[src/hw/rtl/rcenc_pkg.sv]
// ----------------------------------------------------------------------------
// rcenc_pkg
// Shared constants, command/status types and controller states for the
// 32-bit carry-handling range encoder.
// ----------------------------------------------------------------------------
package rcenc_pkg;

    // Coder geometry
    localparam int          SHIFT_BITS  = 23;
    localparam int          MAX_PENDING = 32;
    localparam int          RES_MAX     = 64;
    localparam int          BUF_AW      = 6;
    localparam int          OCNT_W      = 7;
    localparam int          PEND_W      = 6;
    localparam int          UNI_W       = 22;
    localparam int          DIV_CW      = 5;

    localparam logic [31:0] BOT_VAL     = 32'd1 << SHIFT_BITS;
    localparam logic [31:0] SETTLE_LIM  = 32'hFF << SHIFT_BITS;
    localparam logic [31:0] BIG_TOTAL   = 32'd4194303;
    localparam logic [PEND_W-1:0] PEND_MAX = PEND_W'(MAX_PENDING);

    // Operation codes of an input beat
    localparam logic [2:0]  FN_SYMBOL   = 3'd0;
    localparam logic [2:0]  FN_UNIFORM  = 3'd1;
    localparam logic [2:0]  FN_BYTE     = 3'd2;
    localparam logic [2:0]  FN_WORD16   = 3'd3;
    localparam logic [2:0]  FN_WORD32   = 3'd4;
    localparam logic [2:0]  FN_FLUSH    = 3'd5;

    typedef enum logic [3:0] {
        CMD_NONE,
        CMD_LOAD,
        CMD_RENORM,
        CMD_PEND,
        CMD_PREP,
        CMD_DIV,
        CMD_MUL_T,
        CMD_MUL_F,
        CMD_APPLY,
        CMD_FL_HEAD,
        CMD_FL_TAIL,
        CMD_RD,
        CMD_LD
    } cmd_op_t;

    typedef struct packed {
        cmd_op_t op;
        logic    second;
    } dp_cmd_t;

    typedef struct packed {
        logic func_ok;
        logic is_flush;
        logic rn_done;
        logic rn_emit_pend;
        logic pend_last;
        logic pending_nz;
        logic is_uni;
        logic div_done;
        logic more;
        logic out_empty;
        logic rd_last;
    } dp_status_t;

    typedef enum logic [3:0] {
        S_IDLE,
        S_DISPATCH,
        S_RENORM,
        S_PEND,
        S_PREP,
        S_DIV,
        S_MUL_T,
        S_MUL_F,
        S_APPLY,
        S_FL_HEAD,
        S_FL_PEND,
        S_FL_TAIL,
        S_RD,
        S_LD,
        S_OUT
    } state_t;

endpackage

[src/hw/rtl/range_coder_encoder_top.sv]
// ----------------------------------------------------------------------------
// range_coder_encoder_top
// 32-bit carry-handling range encoder with a byte-stream output.
// ----------------------------------------------------------------------------
// Usage:
//   s_* carries one coding operation per beat (symbol, uniform value, byte,
//   16-bit word, 32-bit word, flush). m_* returns the coded bytes that beat
//   produced, in stream order, the last one marked by m_last_of_run;
//   m_pending_overflow and m_total_bytes show the state after the beat.
//   cfg_* writes the opening held byte; cfg_ready is always high.
// Sequence:
//   One beat is worked at a time; s_ready is high only when idle. A beat is
//   accepted and decoded, then renormalized step by step until a closing check
//   finds the range wide enough; each deferred 0xFF/0x00 byte is sent in a step
//   of its own. A coding step prepares, multiplies twice and applies; a uniform
//   value also divides between preparing and multiplying (the divider produces
//   one quotient bit per cycle); a 32-bit word or a split uniform value
//   renormalizes and codes twice. Results leave a 64-entry byte buffer one byte
//   at a time, each read and loaded before it is offered on m_*.
// Reset and stalls:
//   aresetn (synchronous, active low) returns the coder to its initial
//   interval and clears counts and flags. A low m_ready holds the current
//   output beat and pauses the drain; nothing is lost.
// ----------------------------------------------------------------------------
module range_coder_encoder_top (
    input  logic        aclk,
    input  logic        aresetn,
    input  logic        s_valid,
    output logic        s_ready,
    input  logic [2:0]  s_func,
    input  logic [15:0] s_cum_freq,
    input  logic [15:0] s_sym_freq,
    input  logic [4:0]  s_total_shift,
    input  logic [31:0] s_total_count,
    input  logic [31:0] s_data_value,
    output logic        m_valid,
    input  logic        m_ready,
    output logic [7:0]  m_out_byte,
    output logic        m_last_of_run,
    output logic        m_pending_overflow,
    output logic [31:0] m_total_bytes,
    input  logic        cfg_valid,
    output logic        cfg_ready,
    input  logic [7:0]  cfg_data
);
    import rcenc_pkg::*;

    dp_cmd_t    cmd;
    dp_status_t status;

    // Register writes are always taken
    assign cfg_ready = 1'b1;

    rcenc_ctrl u_ctrl (
        .aclk    (aclk),
        .aresetn (aresetn),
        .s_valid (s_valid),
        .s_ready (s_ready),
        .m_valid (m_valid),
        .m_ready (m_ready),
        .status  (status),
        .cmd     (cmd)
    );

    rcenc_dp u_dp (
        .aclk               (aclk),
        .aresetn            (aresetn),
        .cmd                (cmd),
        .status             (status),
        .s_func             (s_func),
        .s_cum_freq         (s_cum_freq),
        .s_sym_freq         (s_sym_freq),
        .s_total_shift      (s_total_shift),
        .s_total_count      (s_total_count),
        .s_data_value       (s_data_value),
        .cfg_valid          (cfg_valid),
        .cfg_data           (cfg_data),
        .m_out_byte         (m_out_byte),
        .m_last_of_run      (m_last_of_run),
        .m_pending_overflow (m_pending_overflow),
        .m_total_bytes      (m_total_bytes)
    );

endmodule

[src/hw/rtl/rcenc_ram.sv]
// ----------------------------------------------------------------------------
// rcenc_ram
// Generic single-write, single-read RAM with registered read data.
// ----------------------------------------------------------------------------
module rcenc_ram #(
    parameter int WIDTH = 8,
    parameter int DEPTH = 64
) (
    input  logic                     aclk,
    input  logic                     wr_en,
    input  logic [$clog2(DEPTH)-1:0] wr_addr,
    input  logic [WIDTH-1:0]         wr_data,
    input  logic                     rd_en,
    input  logic [$clog2(DEPTH)-1:0] rd_addr,
    output logic [WIDTH-1:0]         rd_data
);

    logic [WIDTH-1:0] mem [DEPTH];

    // Write port and registered read port
    always_ff @(posedge aclk) begin
        if (wr_en) begin
            mem[wr_addr] <= wr_data;
        end
        if (rd_en) begin
            rd_data <= mem[rd_addr];
        end
    end

endmodule

[src/hw/rtl/rcenc_ctrl.sv]
// ----------------------------------------------------------------------------
// rcenc_ctrl
// Sequencer of the range encoder: walks renormalization, coding steps,
// flush and the drain of the byte buffer, driving the datapath by command.
// ----------------------------------------------------------------------------
module rcenc_ctrl (
    input  logic                  aclk,
    input  logic                  aresetn,
    input  logic                  s_valid,
    output logic                  s_ready,
    output logic                  m_valid,
    input  logic                  m_ready,
    input  rcenc_pkg::dp_status_t status,
    output rcenc_pkg::dp_cmd_t    cmd
);
    import rcenc_pkg::*;

    state_t state_reg, state_next;
    logic   second_reg, second_next;

    // State and second-half flag
    always_ff @(posedge aclk) begin
        if (!aresetn) begin
            state_reg  <= S_IDLE;
            second_reg <= 1'b0;
        end else begin
            state_reg  <= state_next;
            second_reg <= second_next;
        end
    end

    // Next state
    always_comb begin
        state_next  = state_reg;
        second_next = second_reg;
        case (state_reg)
            S_IDLE: begin
                if (s_valid) begin
                    state_next = S_DISPATCH;
                end
            end
            S_DISPATCH: begin
                second_next = 1'b0;
                state_next  = status.func_ok ? S_RENORM : S_IDLE;
            end
            S_RENORM: begin
                if (status.rn_done) begin
                    state_next = status.is_flush ? S_FL_HEAD : S_PREP;
                end else if (status.rn_emit_pend) begin
                    state_next = S_PEND;
                end
            end
            S_PEND: begin
                if (status.pend_last) begin
                    state_next = S_RENORM;
                end
            end
            S_PREP:  state_next = status.is_uni ? S_DIV : S_MUL_T;
            S_DIV: begin
                if (status.div_done) begin
                    state_next = S_MUL_T;
                end
            end
            S_MUL_T: state_next = S_MUL_F;
            S_MUL_F: state_next = S_APPLY;
            S_APPLY: begin
                if (status.more) begin
                    second_next = 1'b1;
                    state_next  = S_RENORM;
                end else begin
                    state_next = status.out_empty ? S_IDLE : S_RD;
                end
            end
            S_FL_HEAD: state_next = status.pending_nz ? S_FL_PEND : S_FL_TAIL;
            S_FL_PEND: begin
                if (status.pend_last) begin
                    state_next = S_FL_TAIL;
                end
            end
            S_FL_TAIL: state_next = S_RD;
            S_RD:      state_next = S_LD;
            S_LD:      state_next = S_OUT;
            S_OUT: begin
                if (m_ready) begin
                    state_next = status.rd_last ? S_IDLE : S_RD;
                end
            end
            default:   state_next = S_IDLE;
        endcase
    end

    // Commands and handshake outputs
    always_comb begin
        cmd.second = second_reg;
        cmd.op     = CMD_NONE;
        s_ready    = 1'b0;
        m_valid    = 1'b0;
        case (state_reg)
            S_IDLE: begin
                s_ready = 1'b1;
                if (s_valid) begin
                    cmd.op = CMD_LOAD;
                end
            end
            S_RENORM: begin
                if (!status.rn_done) begin
                    cmd.op = CMD_RENORM;
                end
            end
            S_PEND:    cmd.op = CMD_PEND;
            S_FL_PEND: cmd.op = CMD_PEND;
            S_PREP:    cmd.op = CMD_PREP;
            S_DIV:     cmd.op = CMD_DIV;
            S_MUL_T:   cmd.op = CMD_MUL_T;
            S_MUL_F:   cmd.op = CMD_MUL_F;
            S_APPLY:   cmd.op = CMD_APPLY;
            S_FL_HEAD: cmd.op = CMD_FL_HEAD;
            S_FL_TAIL: cmd.op = CMD_FL_TAIL;
            S_RD:      cmd.op = CMD_RD;
            S_LD:      cmd.op = CMD_LD;
            S_OUT:     m_valid = 1'b1;
            default:   cmd.op = CMD_NONE;
        endcase
    end

endmodule

[src/hw/rtl/rcenc_dp.sv]
// ----------------------------------------------------------------------------
// rcenc_dp
// Datapath of the range encoder: interval state, renormalization, the
// coding multiplies, a radix-2 divider, flush logic and the byte buffer.
// ----------------------------------------------------------------------------
module rcenc_dp (
    input  logic                  aclk,
    input  logic                  aresetn,
    input  rcenc_pkg::dp_cmd_t    cmd,
    output rcenc_pkg::dp_status_t status,
    input  logic [2:0]            s_func,
    input  logic [15:0]           s_cum_freq,
    input  logic [15:0]           s_sym_freq,
    input  logic [4:0]            s_total_shift,
    input  logic [31:0]           s_total_count,
    input  logic [31:0]           s_data_value,
    input  logic                  cfg_valid,
    input  logic [7:0]            cfg_data,
    output logic [7:0]            m_out_byte,
    output logic                  m_last_of_run,
    output logic                  m_pending_overflow,
    output logic [31:0]           m_total_bytes
);
    import rcenc_pkg::*;

    // Latched input beat
    logic [2:0]  func_reg;
    logic [15:0] cum_reg, freq_reg;
    logic [4:0]  sh_reg;
    logic [31:0] total_reg, data_reg;

    // Coder state
    logic [31:0]       low_reg, low_next;
    logic [31:0]       range_reg, range_next;
    logic [7:0]        held_reg, held_next;
    logic [PEND_W-1:0] pend_reg, pend_next;
    logic [31:0]       cnt_reg, cnt_next;
    logic              ovf_reg, ovf_next;
    logic [7:0]        first_reg, first_next;
    logic [OCNT_W-1:0] ocnt_reg, ocnt_next;
    logic [OCNT_W-1:0] rd_idx_reg, rd_idx_next;
    logic [7:0]        fill_reg, fill_next;
    logic [7:0]        tail_reg, tail_next;
    logic [DIV_CW-1:0] div_cnt_reg, div_cnt_next;

    // Working registers
    logic [31:0]       r_reg, r_next;
    logic [UNI_W-1:0]  mulv_reg, mulv_next;
    logic [15:0]       fr_reg, fr_next;
    logic              top_reg, top_next;
    logic [UNI_W-1:0]  div_d_reg, div_d_next;
    logic [UNI_W-1:0]  rem_reg, rem_next;
    logic [31:0]       t_reg, t_next;
    logic [31:0]       rf_reg, rf_next;
    logic [7:0]        obyte_reg, obyte_next;
    logic              olast_reg, olast_next;

    // Buffer port
    logic              put_en;
    logic [7:0]        put_byte;
    logic              buf_we;
    logic              buf_re;
    logic [7:0]        buf_rdata;

    // Decode of the current coding step
    logic              big, k_sym, k_uni, k_raw8, k_hi;
    logic [15:0]       raw_v;
    logic [4:0]        sh_c;
    logic [16:0]       tot17, cum_c17, f17, room17, freq_c17;
    logic [17:0]       sum18;
    logic [31:0]       tot_nz;
    logic [UNI_W-1:0]  tot_e, val_c;
    logic [31:0]       val_raw;
    logic              sym_top, uni_top;

    // Renorm and flush helpers
    logic              rn_a, rn_b;
    logic [31:0]       cnt5;
    logic              tail_up;
    logic [9:0]        tail10;
    logic [UNI_W:0]    div_tmp;
    logic              div_ge;
    logic [53:0]       prod_t;
    logic [47:0]       prod_f;

    assign big    = total_reg > BIG_TOTAL;
    assign k_sym  = func_reg == FN_SYMBOL;
    assign k_raw8 = func_reg == FN_BYTE;
    assign k_uni  = (func_reg == FN_UNIFORM) && !(big && !cmd.second);
    assign k_hi   = (func_reg == FN_WORD32) && cmd.second;
    assign raw_v  = k_raw8 ? {8'h00, data_reg[7:0]} :
                    k_hi   ? data_reg[31:16] : data_reg[15:0];

    // Clamp symbol counts to the power-of-two total
    always_comb begin
        if (sh_reg < 5'd1) begin
            sh_c = 5'd1;
        end else if (sh_reg > 5'd16) begin
            sh_c = 5'd16;
        end else begin
            sh_c = sh_reg;
        end
        tot17    = 17'd1 << sh_c;
        cum_c17  = ({1'b0, cum_reg} >= tot17) ? tot17 - 17'd1 : {1'b0, cum_reg};
        f17      = (freq_reg == 16'd0) ? 17'd1 : {1'b0, freq_reg};
        room17   = tot17 - cum_c17;
        freq_c17 = (f17 > room17) ? room17 : f17;
        sum18    = {1'b0, cum_c17} + {1'b0, freq_c17};
        sym_top  = sum18 >= {1'b0, tot17};
    end

    // Uniform operands after the 16-bit split
    always_comb begin
        tot_nz  = (total_reg == 32'd0) ? 32'd1 : total_reg;
        tot_e   = big ? UNI_W'({16'h0000, total_reg[31:16]} + 32'd1) : tot_nz[UNI_W-1:0];
        val_raw = big ? {16'h0000, data_reg[31:16]} : data_reg;
        val_c   = (val_raw >= {{(32-UNI_W){1'b0}}, tot_e}) ? tot_e - UNI_W'(1)
                                                         : val_raw[UNI_W-1:0];
        uni_top = val_c == (tot_e - UNI_W'(1));
    end

    assign rn_a    = low_reg < SETTLE_LIM;
    assign rn_b    = low_reg[31];
    assign cnt5    = cnt_reg + 32'd5;
    assign tail_up = low_reg[SHIFT_BITS-1:0] >= cnt5[SHIFT_BITS:1];
    assign tail10  = {1'b0, low_reg[31:SHIFT_BITS]} + {9'd0, tail_up};
    assign div_tmp = {rem_reg, r_reg[31]};
    assign div_ge  = div_tmp >= {1'b0, div_d_reg};
    assign prod_t  = r_reg * mulv_reg;
    assign prod_f  = r_reg * fr_reg;

    // Next-state logic of the datapath
    always_comb begin
        low_next     = low_reg;
        range_next   = range_reg;
        held_next    = held_reg;
        pend_next    = pend_reg;
        cnt_next     = cnt_reg;
        ovf_next     = ovf_reg;
        first_next   = first_reg;
        ocnt_next    = ocnt_reg;
        rd_idx_next  = rd_idx_reg;
        fill_next    = fill_reg;
        tail_next    = tail_reg;
        div_cnt_next = div_cnt_reg;
        r_next       = r_reg;
        mulv_next    = mulv_reg;
        fr_next      = fr_reg;
        top_next     = top_reg;
        div_d_next   = div_d_reg;
        rem_next     = rem_reg;
        t_next       = t_reg;
        rf_next      = rf_reg;
        obyte_next   = obyte_reg;
        olast_next   = olast_reg;
        put_en       = 1'b0;
        put_byte     = held_reg;
        buf_re       = 1'b0;
        case (cmd.op)
            CMD_LOAD: begin
                ocnt_next   = '0;
                rd_idx_next = '0;
            end
            CMD_RENORM: begin
                // Settle one byte: emit, emit with carry, defer as 0xFF, or flag overflow
                if (rn_a || rn_b) begin
                    put_en    = 1'b1;
                    put_byte  = rn_a ? held_reg : held_reg + 8'd1;
                    fill_next = rn_a ? 8'hFF : 8'h00;
                    held_next = low_reg[30:SHIFT_BITS];
                end else if (pend_reg < PEND_MAX) begin
                    pend_next = pend_reg + PEND_W'(1);
                end else begin
                    ovf_next = 1'b1;
                end
                range_next = range_reg << 8;
                low_next   = {1'b0, low_reg[SHIFT_BITS-1:0], 8'h00};
                cnt_next   = cnt_reg + 32'd1;
            end
            CMD_PEND: begin
                put_en    = 1'b1;
                put_byte  = fill_reg;
                pend_next = pend_reg - PEND_W'(1);
            end
            CMD_PREP: begin
                fr_next  = 16'd1;
                if (k_sym) begin
                    r_next    = range_reg >> sh_c;
                    mulv_next = UNI_W'(cum_c17);
                    fr_next   = freq_c17[15:0];
                    top_next  = sym_top;
                end else if (k_uni) begin
                    r_next       = range_reg;
                    rem_next     = '0;
                    div_d_next   = tot_e;
                    div_cnt_next = '0;
                    mulv_next    = val_c;
                    top_next     = uni_top;
                end else begin
                    r_next    = k_raw8 ? range_reg >> 8 : range_reg >> 16;
                    mulv_next = UNI_W'(raw_v);
                    top_next  = k_raw8 ? (raw_v[7:0] == 8'hFF) : (raw_v == 16'hFFFF);
                end
            end
            CMD_DIV: begin
                // One quotient bit per cycle, shifted into r
                rem_next     = div_ge ? UNI_W'(div_tmp - {1'b0, div_d_reg})
                                      : div_tmp[UNI_W-1:0];
                r_next       = {r_reg[30:0], div_ge};
                div_cnt_next = div_cnt_reg + DIV_CW'(1);
            end
            CMD_MUL_T: t_next  = prod_t[31:0];
            CMD_MUL_F: rf_next = prod_f[31:0];
            CMD_APPLY: begin
                low_next   = low_reg + t_reg;
                range_next = top_reg ? range_reg - t_reg : rf_reg;
            end
            CMD_FL_HEAD: begin
                cnt_next  = cnt5;
                put_en    = 1'b1;
                put_byte  = (tail10 > 10'd255) ? held_reg + 8'd1 : held_reg;
                fill_next = (tail10 > 10'd255) ? 8'h00 : 8'hFF;
                tail_next = tail10[7:0];
            end
            CMD_FL_TAIL: begin
                put_en   = 1'b1;
                put_byte = tail_reg;
            end
            CMD_RD: buf_re = 1'b1;
            CMD_LD: begin
                obyte_next  = buf_rdata;
                olast_next  = (rd_idx_reg + OCNT_W'(1)) == ocnt_reg;
                rd_idx_next = rd_idx_reg + OCNT_W'(1);
            end
            default: put_en = 1'b0;
        endcase

        // Drop bytes beyond the buffer depth
        if (buf_we) begin
            ocnt_next = ocnt_reg + OCNT_W'(1);
        end

        // Register write: the held byte follows while nothing has been coded
        if (cfg_valid) begin
            first_next = cfg_data;
            if (cnt_reg == 32'd0) begin
                held_next = cfg_data;
            end
        end
    end

    assign buf_we = put_en && !ocnt_reg[OCNT_W-1];

    // Control and coder state
    always_ff @(posedge aclk) begin
        if (!aresetn) begin
            low_reg     <= '0;
            range_reg   <= 32'h8000_0000;
            held_reg    <= '0;
            pend_reg    <= '0;
            cnt_reg     <= '0;
            ovf_reg     <= 1'b0;
            first_reg   <= '0;
            ocnt_reg    <= '0;
            rd_idx_reg  <= '0;
            fill_reg    <= '0;
            tail_reg    <= '0;
            div_cnt_reg <= '0;
        end else begin
            low_reg     <= low_next;
            range_reg   <= range_next;
            held_reg    <= held_next;
            pend_reg    <= pend_next;
            cnt_reg     <= cnt_next;
            ovf_reg     <= ovf_next;
            first_reg   <= first_next;
            ocnt_reg    <= ocnt_next;
            rd_idx_reg  <= rd_idx_next;
            fill_reg    <= fill_next;
            tail_reg    <= tail_next;
            div_cnt_reg <= div_cnt_next;
        end
    end

    // Payload registers
    always_ff @(posedge aclk) begin
        if (cmd.op == CMD_LOAD) begin
            func_reg  <= s_func;
            cum_reg   <= s_cum_freq;
            freq_reg  <= s_sym_freq;
            sh_reg    <= s_total_shift;
            total_reg <= s_total_count;
            data_reg  <= s_data_value;
        end
        r_reg     <= r_next;
        mulv_reg  <= mulv_next;
        fr_reg    <= fr_next;
        top_reg   <= top_next;
        div_d_reg <= div_d_next;
        rem_reg   <= rem_next;
        t_reg     <= t_next;
        rf_reg    <= rf_next;
        obyte_reg <= obyte_next;
        olast_reg <= olast_next;
    end

    // Byte buffer for one beat's results
    rcenc_ram #(
        .WIDTH (8),
        .DEPTH (RES_MAX)
    ) u_buf (
        .aclk    (aclk),
        .wr_en   (buf_we),
        .wr_addr (ocnt_reg[BUF_AW-1:0]),
        .wr_data (put_byte),
        .rd_en   (buf_re),
        .rd_addr (rd_idx_reg[BUF_AW-1:0]),
        .rd_data (buf_rdata)
    );

    // Status to the sequencer
    always_comb begin
        status.func_ok      = func_reg <= FN_FLUSH;
        status.is_flush     = func_reg == FN_FLUSH;
        status.rn_done      = range_reg > BOT_VAL;
        status.rn_emit_pend = (rn_a || rn_b) && (pend_reg != '0);
        status.pend_last    = pend_reg == PEND_W'(1);
        status.pending_nz   = pend_reg != '0;
        status.is_uni       = k_uni;
        status.div_done     = div_cnt_reg == {DIV_CW{1'b1}};
        status.more         = !cmd.second &&
                              ((func_reg == FN_WORD32) || ((func_reg == FN_UNIFORM) && big));
        status.out_empty    = ocnt_reg == '0;
        status.rd_last      = rd_idx_reg == ocnt_reg;
    end

    assign m_out_byte         = obyte_reg;
    assign m_last_of_run      = olast_reg;
    assign m_pending_overflow = ovf_reg;
    assign m_total_bytes      = cnt_reg;

    // Pending count never passes its ceiling
    a_pend_cap: assert property (@(posedge aclk) disable iff (!aresetn)
        pend_reg <= PEND_MAX)
        else $error("pending count above ceiling");

    // Buffer fill never passes its depth
    a_ocnt_cap: assert property (@(posedge aclk) disable iff (!aresetn)
        ocnt_reg <= OCNT_W'(RES_MAX))
        else $error("buffer count above depth");

    // A coding step starts only on a normalized interval
    a_prep_norm: assert property (@(posedge aclk) disable iff (!aresetn)
        (cmd.op == CMD_PREP) |-> (range_reg > BOT_VAL))
        else $error("coding step on unnormalized range");

    // Buffer reads stay below the fill count
    a_rd_inside: assert property (@(posedge aclk) disable iff (!aresetn)
        (cmd.op == CMD_RD) |-> (rd_idx_reg < ocnt_reg))
        else $error("buffer read past fill");

    // A pending flush step always has a byte to send
    a_pend_nz: assert property (@(posedge aclk) disable iff (!aresetn)
        (cmd.op == CMD_PEND) |-> (pend_reg != '0))
        else $error("pending flush with empty count");

endmodule

[config.mk]
export PLATFORM = sky130hd
export DESIGN_NAME = range_coder_encoder_top
export DESIGN_NICKNAME = d
export VERILOG_FILES = /design/src/hw/rtl/rcenc_pkg.sv /design/src/hw/rtl/range_coder_encoder_top.sv /design/src/hw/rtl/rcenc_ram.sv /design/src/hw/rtl/rcenc_ctrl.sv /design/src/hw/rtl/rcenc_dp.sv
export SDC_FILE = /design/constraint.sdc
export NUM_CORES = 2
export LEC_CHECK = 0
export ABC_AREA = 1
export BUFFER_PORTS_ARGS = -buffer_cell sky130_fd_sc_hd__buf_2
export CAP_MARGIN = 15
export CORE_UTILIZATION = 55
export CTS_BUF_LIST = sky130_fd_sc_hd__clkbuf_8 sky130_fd_sc_hd__clkbuf_16
export CTS_CLUSTER_DIAMETER = 120
export DETAILED_ROUTE_END_ITERATION = 8
export PLACE_DENSITY = 0.75
export SYNTH_ARGS = -nofsm -noshare
export SYNTH_HDL_FRONTEND = slang
export SYNTH_SLANG_ARGS = --single-unit
[constraint.sdc]
create_clock -name aclk -period 14.5 [get_ports aclk]
set_input_delay 0 -clock aclk [delete_from_list [all_inputs] [get_ports aclk]]
set_output_delay 0 -clock aclk [all_outputs]
set_load 0.05 [all_outputs]
==> flow_summary.yaml <==
clocking:
  path_clk_slew_ps: 60
  numCtsBuffers: 103
  cts_resized: 0
  max-clock-path-buffers: 3
  cts_tree: "done"
  postCtsSetupRepairBufs: 0
  htreeDepth: 3
  clock_latency_ps: 770
  cts_root_buffer: "clkbuf_16"
  clkSinkCount: 956
placed_design:
  dpl_worst_slack_ps: 2400
  place_area_sq_um: 78900
  numPortBuffers: 160
  gp_congestion: 0.984
  hpwl_mm: 171
finish:
  nNetsFinal: 10102
  top_register: "u_dp.u_buf.mem"
  syn_to_final_growth_pct: 10.3
  mostFrequentLayoutCells: "nand2_1, inv_1, edfxtp_1"
  mostFrequentLayoutCell: "nand2_1"
  drive_above_1_share_pct: 6.11
  final_area_sq_um: 84400
  largest_reg_flops: 512
min_path:
  hp-class: "input pin to flip-flop"
synth:
  yosysSeqAreaShare_pct: 35.6
  async_flop_share_pct: 0
  syn_avg_cell_area_sq_um: 8.71
  syn_inst: 8783
  synth_edf_count: 812
  syn_area_sq_um: 76500
  synthDistinctLibCells: 74
  synth_ff_type: "edfxtp_1"
  ys_seq_elements: 956
  yosys_warnings: 0
drt:
  finalWirelength_mm: 238
  drc: 0
  route.antenna.remaining_nets: 0
  firstDrtPassIters: 8
  wl_per_cell_um: 22.0
  via_per_inst: 5.81
  via_count: 62774
  drt_iter0_markers: 6187
status:
  status: "finished clean"
worst_setup_path:
  startpoint_type: "flip-flop"
  crit_path_max_fanout: 61
  worst_path_dominant_cell_family: "simple AND/OR/NAND/NOR gates"
  cpMostUsedCell: "nand2_1"
  cp_slowest_stage_delay_ps: 900
  crit_type: "flip-flop to flip-flop"
  cp-end-kind: "flip-flop"
  worstPathBufferInverterCount: 9
  cp.arrival_ps: 12660
  worstPathRequired_ps: 14970
  crit_slowest_cell: "edfxtp_1"
global_route:
  grt_usage_pct: 34.1
  grt_start_max_net_pins: 134
  grt.overflow.total: 0
  antenna_found_initial: 1
  grt_pass1_vias: 63396
  grt_pass1_wl_mm: 367
die:
  start_util_pct: 55.5
  rows: 136
  dieHeight_um: 375
  chipWidth_um: 375
  core_sq_um: 138000
  die_area_sq_um: 141000
  num_io_pins: 162
timing:
  fin_skew_ps: 91.3
  final.period_utilization_pct: 84.1
  slew_headroom_pct: 19.4
  hold_viol: 0
  setup_viol: 0
  tightest_slew_ps: 1210
  period_needed_ps: 12190
  fmax_mhz: 82.0
  tns_ps: 0
  holdWs_ps: 37.0
  rsz0062_at_grt: "no"
  slew_violations: 0
  postLayoutSetupSlackWorst_ps: 2310
run:
  maxCapViolCount: 0
==> per-layer routing <==
metal	up-vias	share of wire, %	track usage, %
met3	712	8.0	5.45
met1	30320	38	42.1
met2	3114	48	57.3
met4	4	6.1	18.3
met5	-	0.038	0.377
li1	28624	-	-
==> final timing paths <==
path	startpoint	to	slack, ps	cells past startpoint
min	s_total_shift[0]	u_dp.sh_reg[0]	40	2
max	u_dp.sh_reg[4]	u_dp.top_reg	2310	65
max reg2reg	u_dp.sh_reg[4]	u_dp.top_reg	2310	65
min reg2reg	u_dp.u_buf.rd_data[4]	u_dp.m_out_byte[4]	420	0
==> per-stage QoR <==
step	util (%)	std cells
floorplan	-	8787
global placement	57.2	10409
detailed placement	57.2	10409
CTS	61.2	10811
global route	61.2	10811
finish	61.2	10812
==> what timing repair did <==
item                                    CTS  global route
endpoints found under the hold margin   147             0
endpoints found under the setup margin    0             0
hold buffers                            211             0
==> synthesized netlist by cell type (all sizes together), types with 113 or more instances <==
| cell | number | area share (%) |
|---|---|---|
| inv | 1512 | 7.4 |
| fa | 682 | 18 |
| clkbuf | 402 | 2.0 |
| a21oi | 375 | 2.5 |
| nand3 | 153 | 1.1 |
| o22ai | 157 | 1.3 |
| edfxtp | 812 | 32 |
| xnor2 | 113 | 1.3 |
| xor2 | 184 | 2.1 |
| ha | 372 | 6.1 |
| dfxtp | 144 | 3.8 |
| nor2 | 764 | 3.8 |
| nand2 | 1788 | 8.8 |
| o21ai | 741 | 4.9 |
==> final cells by class <==
cell class                 count  area [sq um]
clock buffer                 107          2630
tap                         1794          2240
sequential                   956         27300
antenna                        1          2.50
inverter                    1515          5700
multi-input combinational   5861         41900
fill                       11506         53400
clock inverter                84           787
timing repair buffer         494          3840
==> cell families (layout without fill, tap and decap cells) <==
group | Yosys count | in the layout | share of synthesized area (%)
other cells | 2 | 7 | 0.00981
xor+xnor | 297 | 297 | 3.40
fa+ha+maj | 1054 | 1054 | 23.9
mux | 7 | 7 | 0.0916
buf+inv | 1970 | 2200 | 9.73
flops | 956 | 956 | 35.6
compound gates | 1566 | 1566 | 11.6
simple gates | 2931 | 2931 | 15.6
Power is left out: the tool's default activity adds up to more than one toggle a clock period on the data nets, which glitch-free logic cannot reach.
